==> src/rtl/assert_macros.svh <==
// Assertion macros for the vertex dedup indexer RTL.
// Depends on nothing; included by the files that assert.
`ifndef ASSERT_MACROS_SVH
`define ASSERT_MACROS_SVH
`ifndef SYNTHESIS
`define ASSERT_IMPLY(label, clk, rst_n, a, b) \
    label: assert property (@(posedge clk) disable iff (!rst_n) (a) |-> (b)) \
        else $error("assertion failed");
`define ASSERT_NEXT(label, clk, rst_n, a, b) \
    label: assert property (@(posedge clk) disable iff (!rst_n) (a) |=> (b)) \
        else $error("assertion failed");
`else
`define ASSERT_IMPLY(label, clk, rst_n, a, b)
`define ASSERT_NEXT(label, clk, rst_n, a, b)
`endif
`endif

==> src/rtl/vdi_pkg.sv <==
// Package of the vertex dedup indexer: sizes, state and command types,
// and the float compare and canonicalization functions. Depends on nothing.
package vdi_pkg;
    localparam int MAX_VERTICES = 1024;
    localparam int BUCKETS      = 2048;
    localparam int EW = $clog2(MAX_VERTICES);
    localparam int BW = $clog2(BUCKETS);
    localparam int CW = $clog2(MAX_VERTICES + 1);
    localparam int PW = $clog2(BUCKETS + 1);
    localparam int OW = 10;
    localparam int VW = 256;

    typedef enum logic [3:0] {
        ST_IDLE, ST_CLEAR, ST_HASH, ST_RDB, ST_WAITB, ST_RDE, ST_CMP, ST_WRITE, ST_OUT
    } state_t;

    typedef struct packed {
        logic load;      // latch input vertex, start hash
        logic hash_step; // one hash round
        logic clr_step;  // clear one bucket
        logic clr_init;
        logic rd_bucket;
        logic rd_entry;
        logic advance;   // next probe bucket
        logic store;     // write new vertex
        logic res_hit;
        logic res_new;
        logic res_full;
        logic cnt_clear;
    } cmd_t;

    typedef struct packed {
        logic hash_done;
        logic clr_done;
        logic bkt_valid;
        logic match;
        logic probe_done;
        logic count_full;
        logic start;
    } stat_t;

    function automatic logic is_nan(input logic [31:0] w);
        return w[30:0] > 31'h7F80_0000;
    endfunction

    function automatic logic feq(input logic [31:0] a, input logic [31:0] b);
        if (is_nan(a) || is_nan(b)) return 1'b0;
        return (a == b) || ((a[30:0] | b[30:0]) == 31'd0);
    endfunction

    function automatic logic [31:0] canon(input logic [31:0] w);
        return (w[30:0] == 31'd0) ? 32'd0 : w;
    endfunction
endpackage

==> src/rtl/vdi_ctrl.sv <==
// Controller state machine of the vertex dedup indexer.
// Depends on vdi_pkg.
module vdi_ctrl (
    input  logic           clk,
    input  logic           rst_n,
    input  logic           in_valid,
    output logic           in_stall,
    output logic           out_valid,
    input  logic           out_stall,
    input  vdi_pkg::stat_t stat,
    output vdi_pkg::cmd_t  cmd
);
    import vdi_pkg::*;

    state_t state_reg, state_next;

    always_ff @(posedge clk or negedge rst_n)
    begin
        if (!rst_n)
        begin
            state_reg <= ST_CLEAR;
        end
        else
        begin
            state_reg <= state_next;
        end
    end

    always_comb
    begin
        cmd        = '0;
        state_next = state_reg;
        in_stall   = 1'b1;
        out_valid  = 1'b0;
        case (state_reg)
            ST_IDLE:
            begin
                in_stall = 1'b0;
                if (in_valid)
                begin
                    cmd.load   = 1'b1;
                    state_next = ST_HASH;
                end
            end
            ST_CLEAR:
            begin
                cmd.clr_step = 1'b1;
                if (stat.clr_done)
                begin
                    // A clear started by start_mesh goes on to probe its vertex.
                    if (stat.start)
                    begin
                        state_next = ST_RDB;
                    end
                    else
                    begin
                        state_next = ST_IDLE;
                    end
                end
            end
            ST_HASH:
            begin
                cmd.hash_step = 1'b1;
                if (stat.hash_done)
                begin
                    if (stat.start)
                    begin
                        cmd.clr_init  = 1'b1;
                        cmd.cnt_clear = 1'b1;
                        state_next    = ST_CLEAR;
                    end
                    else
                    begin
                        state_next = ST_RDB;
                    end
                end
            end
            ST_RDB:
            begin
                cmd.rd_bucket = 1'b1;
                state_next    = ST_WAITB;
            end
            ST_WAITB:
            begin
                if (stat.probe_done)
                begin
                    cmd.res_full = 1'b1;
                    state_next   = ST_OUT;
                end
                else if (!stat.bkt_valid)
                begin
                    if (stat.count_full)
                    begin
                        cmd.res_full = 1'b1;
                        state_next   = ST_OUT;
                    end
                    else
                    begin
                        state_next = ST_WRITE;
                    end
                end
                else
                begin
                    cmd.rd_entry = 1'b1;
                    state_next   = ST_RDE;
                end
            end
            ST_RDE:
            begin
                state_next = ST_CMP;
            end
            ST_CMP:
            begin
                if (stat.match)
                begin
                    cmd.res_hit = 1'b1;
                    state_next  = ST_OUT;
                end
                else
                begin
                    cmd.advance = 1'b1;
                    state_next  = ST_RDB;
                end
            end
            ST_WRITE:
            begin
                cmd.store   = 1'b1;
                cmd.res_new = 1'b1;
                state_next  = ST_OUT;
            end
            ST_OUT:
            begin
                out_valid = 1'b1;
                if (!out_stall)
                begin
                    state_next = ST_IDLE;
                end
            end
            default:
            begin
                state_next = ST_IDLE;
            end
        endcase
    end
endmodule

==> config.mk <==
export PLATFORM = sky130hd
export DESIGN_NAME = vdi_ctrl
export DESIGN_NICKNAME = d
export VERILOG_FILES = /design/src/rtl/assert_macros.svh /design/src/rtl/vdi_pkg.sv /design/src/rtl/vdi_ctrl.sv
export SDC_FILE = /design/constraint.sdc
export NUM_CORES = 1
export LEC_CHECK = 0
export BUFFER_PORTS_ARGS = -buffer_cell sky130_fd_sc_hd__buf_2
export CORE_AREA = 3 3 40 42
export CTS_CLUSTER_SIZE = 12
export DETAILED_ROUTE_END_ITERATION = 10
export DIE_AREA = 0 0 43 45
export SYNTH_ARGS = -nofsm -noshare
export SYNTH_HDL_FRONTEND = slang
export SYNTH_SLANG_ARGS = --single-unit
==> constraint.sdc <==
create_clock -name clk -period 1.8 [get_ports clk]
set_clock_uncertainty 0.15 [all_clocks]
set_input_delay 0.27 -clock clk [delete_from_list [all_inputs] [get_ports clk]]
set_output_delay 0.27 -clock clk [all_outputs]
set_load 0.1 [all_outputs]
==> impl_metrics.yaml <==
timing:
  fin_ws_ns: -0.00634
  tightest_slew_ns: 0.341
  period_minus_slack_ns: 1.81
  holdWs_ns: 0.0727
  hold_viol_final: 0
  tns_ns: -0.0142
  timing.fmax_ghz: 0.554
  max_slew_margin_pct: 76.9
  grt_setup_unrepaired: "true"
  fin_crit_sh_pct: 100
  maxSlewViolCount: 0
  setup_viol: 3
clock_network:
  htreeDepth: 1
  path_clk_slew_ns: 0.05
  tritoncts: "done"
  clock_sinks: 4
  clockBufferDepth: 2
  clock-root-buffer: "clkbuf_4"
  cts_made_buffers: 3
  insertion_delay_ns: 0.25
logic_synthesis:
  synth_top_family_by_area: "simple AND/OR/NAND/NOR gates"
  synth-async-reset-ratio_pct: 100
  ys_top_cells_by_area: "dfrtp_1, nor2_1, dfstp_2, nand2_1, nor4bb_1"
  yosysMostFrequentCell: "nor2_1"
  synth_top_area_share_pct: 19.4
  ys_types: 26
  yosysTopAreaCell: "dfrtp_1"
  synth_edf_count: 0
  ys_seq_elements: 4
  ys_seq_area_share_pct: 26.2
  synth_compound_area_share_pct: 20.1
  synth_cells: 50
  syn-cell-area_um2: 387
  synth_area_per_cell_um2: 7.73
  yosys.area_share.simple_pct: 41.1
  synth_fp_nets: 61
  ys_top_cells_by_count: "nor2_1, nand2_1, and3_1, dfrtp_1, nor2b_1"
  synth_adder_area_share_pct: 0
  synth_ff_type: "dfrtp_1"
  synth_xor_area_share_pct: 0
  ys_warn_count: 0
  synthMuxAreaShare_pct: 2.59
drt:
  drc: 0
  firstDrtPassIters: 4
  ant_nets: 0
  drt_iter0_drc: 5
  wire_per_inst_um: 13.8
  vias: 510
  wl_mm: 1.41
  via_per_inst: 5.00
finish:
  nNetsFinal: 99
  fillers: 93
  largest_reg_flops: 4
  drive_gt1_share_pct: 69.0
  diodes: 0
  instances_no_fill: 102
  area_growth_pct: 147
die:
  die_width_um: 43
  die_area_mm2: 0.00194
  die_y_um: 45
  fp-row-count: 13
  ios: 25
  floorplan.initialDensity_pct: 30.1
  core_mm2: 0.00128
setup_path:
  slowest_stage: "dfrtp_1"
  worstSetupPathType: "reg -> out"
  path_cells: "buf_4 -> nor2_4 -> nand2_2 -> nor2_4 -> buf_12"
  critPathArrivalTime_ns: 1.39
  worst_setup_path_start_kind: "flip-flop"
  crit_required_ns: 1.38
  crit_fanout: 6
  critPathMaxStageDelay_ns: 0.37
  crit_top_cell: "nor2_4"
  cp_top_family: "simple AND/OR/NAND/NOR gates"
  end_kind: "primary output"
  cp.buffers_inverters: 2
status:
  status: "complete, but fails checks"
  failed_checks: "negative setup slack"
grt:
  first_global_vias: 531
  gr-usage-all-layers_pct: 15.0
  grt_pass1_wl_mm: 2.21
  grt_max_degree: 7
  antenna_found_initial: 0
  gr-total-overflow: 0
min_path:
  holdCritPathClass: "in -> reg"
placed_design:
  place_congestion: 0.821
  dp_cells: 87
  dpl.hpwl_um: 998
  numPortBuffers: 24
run:
  maxCapViolCount: 0
## per-layer routing
| layer | GRT usage, % | routed length [µm] | vias to the layer above |
|---|---|---|---|
| li1 | - | - | 253 |
| met1 | 16.3 | 586 | 239 |
| met2 | 26.9 | 739 | 18 |
| met3 | 5.98 | 86 | 0 |
| met4 | 4.82 | 0 | 0 |
| met5 | 0 | 0 | - |
## stage by stage
step,instance area (µm²),utilization [%],worst slack (ns)
floorplan,479,-,-0.308
global placement,793,61.7,0.169
detailed placement,793,61.7,0.136
CTS,908,70.7,-0.0442
global route,953,74.2,-0.0570
finish,953,74.2,-0.00634
## cell families (layout without fill, tap and decap cells)
group                  Yosys count  in the layout
AND/OR/NAND/NOR                 29             29
AO/OA/AOI/OAI                   10             10
buffers and inverters            6             43
flip-flops                       4              4
multiplexers                     1              1
## final cells by class
type                    count  area, µm²  area share [%]
repair buffers             37        435            45.7
multi-input cells          40        362            37.9
clock buffers               4       26.3            2.76
inverters                   2       7.51           0.787
well taps                  15       18.8            1.97
flip-flops and latches      4        104            10.9
## worst paths after layout
kind                               from           end  slack, ns  depth (start not counted)
setup / recovery           state_reg[3]        cmd[9]     -0.006                          5
hold / removal                  stat[5]  state_reg[0]       0.07                          2
setup reg to reg           state_reg[0]  state_reg[0]       0.14                          5
hold reg to reg            state_reg[3]  state_reg[2]       0.43                          2
max in group asynchronous         rst_n  state_reg[0]       1.06                          2
min in group asynchronous         rst_n  state_reg[3]       0.22                          2
## placed cells by master, fill, tap and decap left out, drive strengths merged, types with 2 or more instances in the layout
cell and instances:
a21oi 2, and3 3, buf 35, clkbuf 5
dfrtp 3, inv 2, nand2 7, nor2 9
nor2b 3, nor3b 2, nor4bb 2
## repair_timing
action,in CTS,in global routing
resized for setup,10,6
endpoints found under the hold margin,4,0
endpoints found under the setup margin,11,14
hold buffers,1,0
pin swaps,4,2
setup buffers,6,4
Power is left out: the tool's default activity adds up to more than one toggle a clock period on the data nets, which glitch-free logic cannot reach.
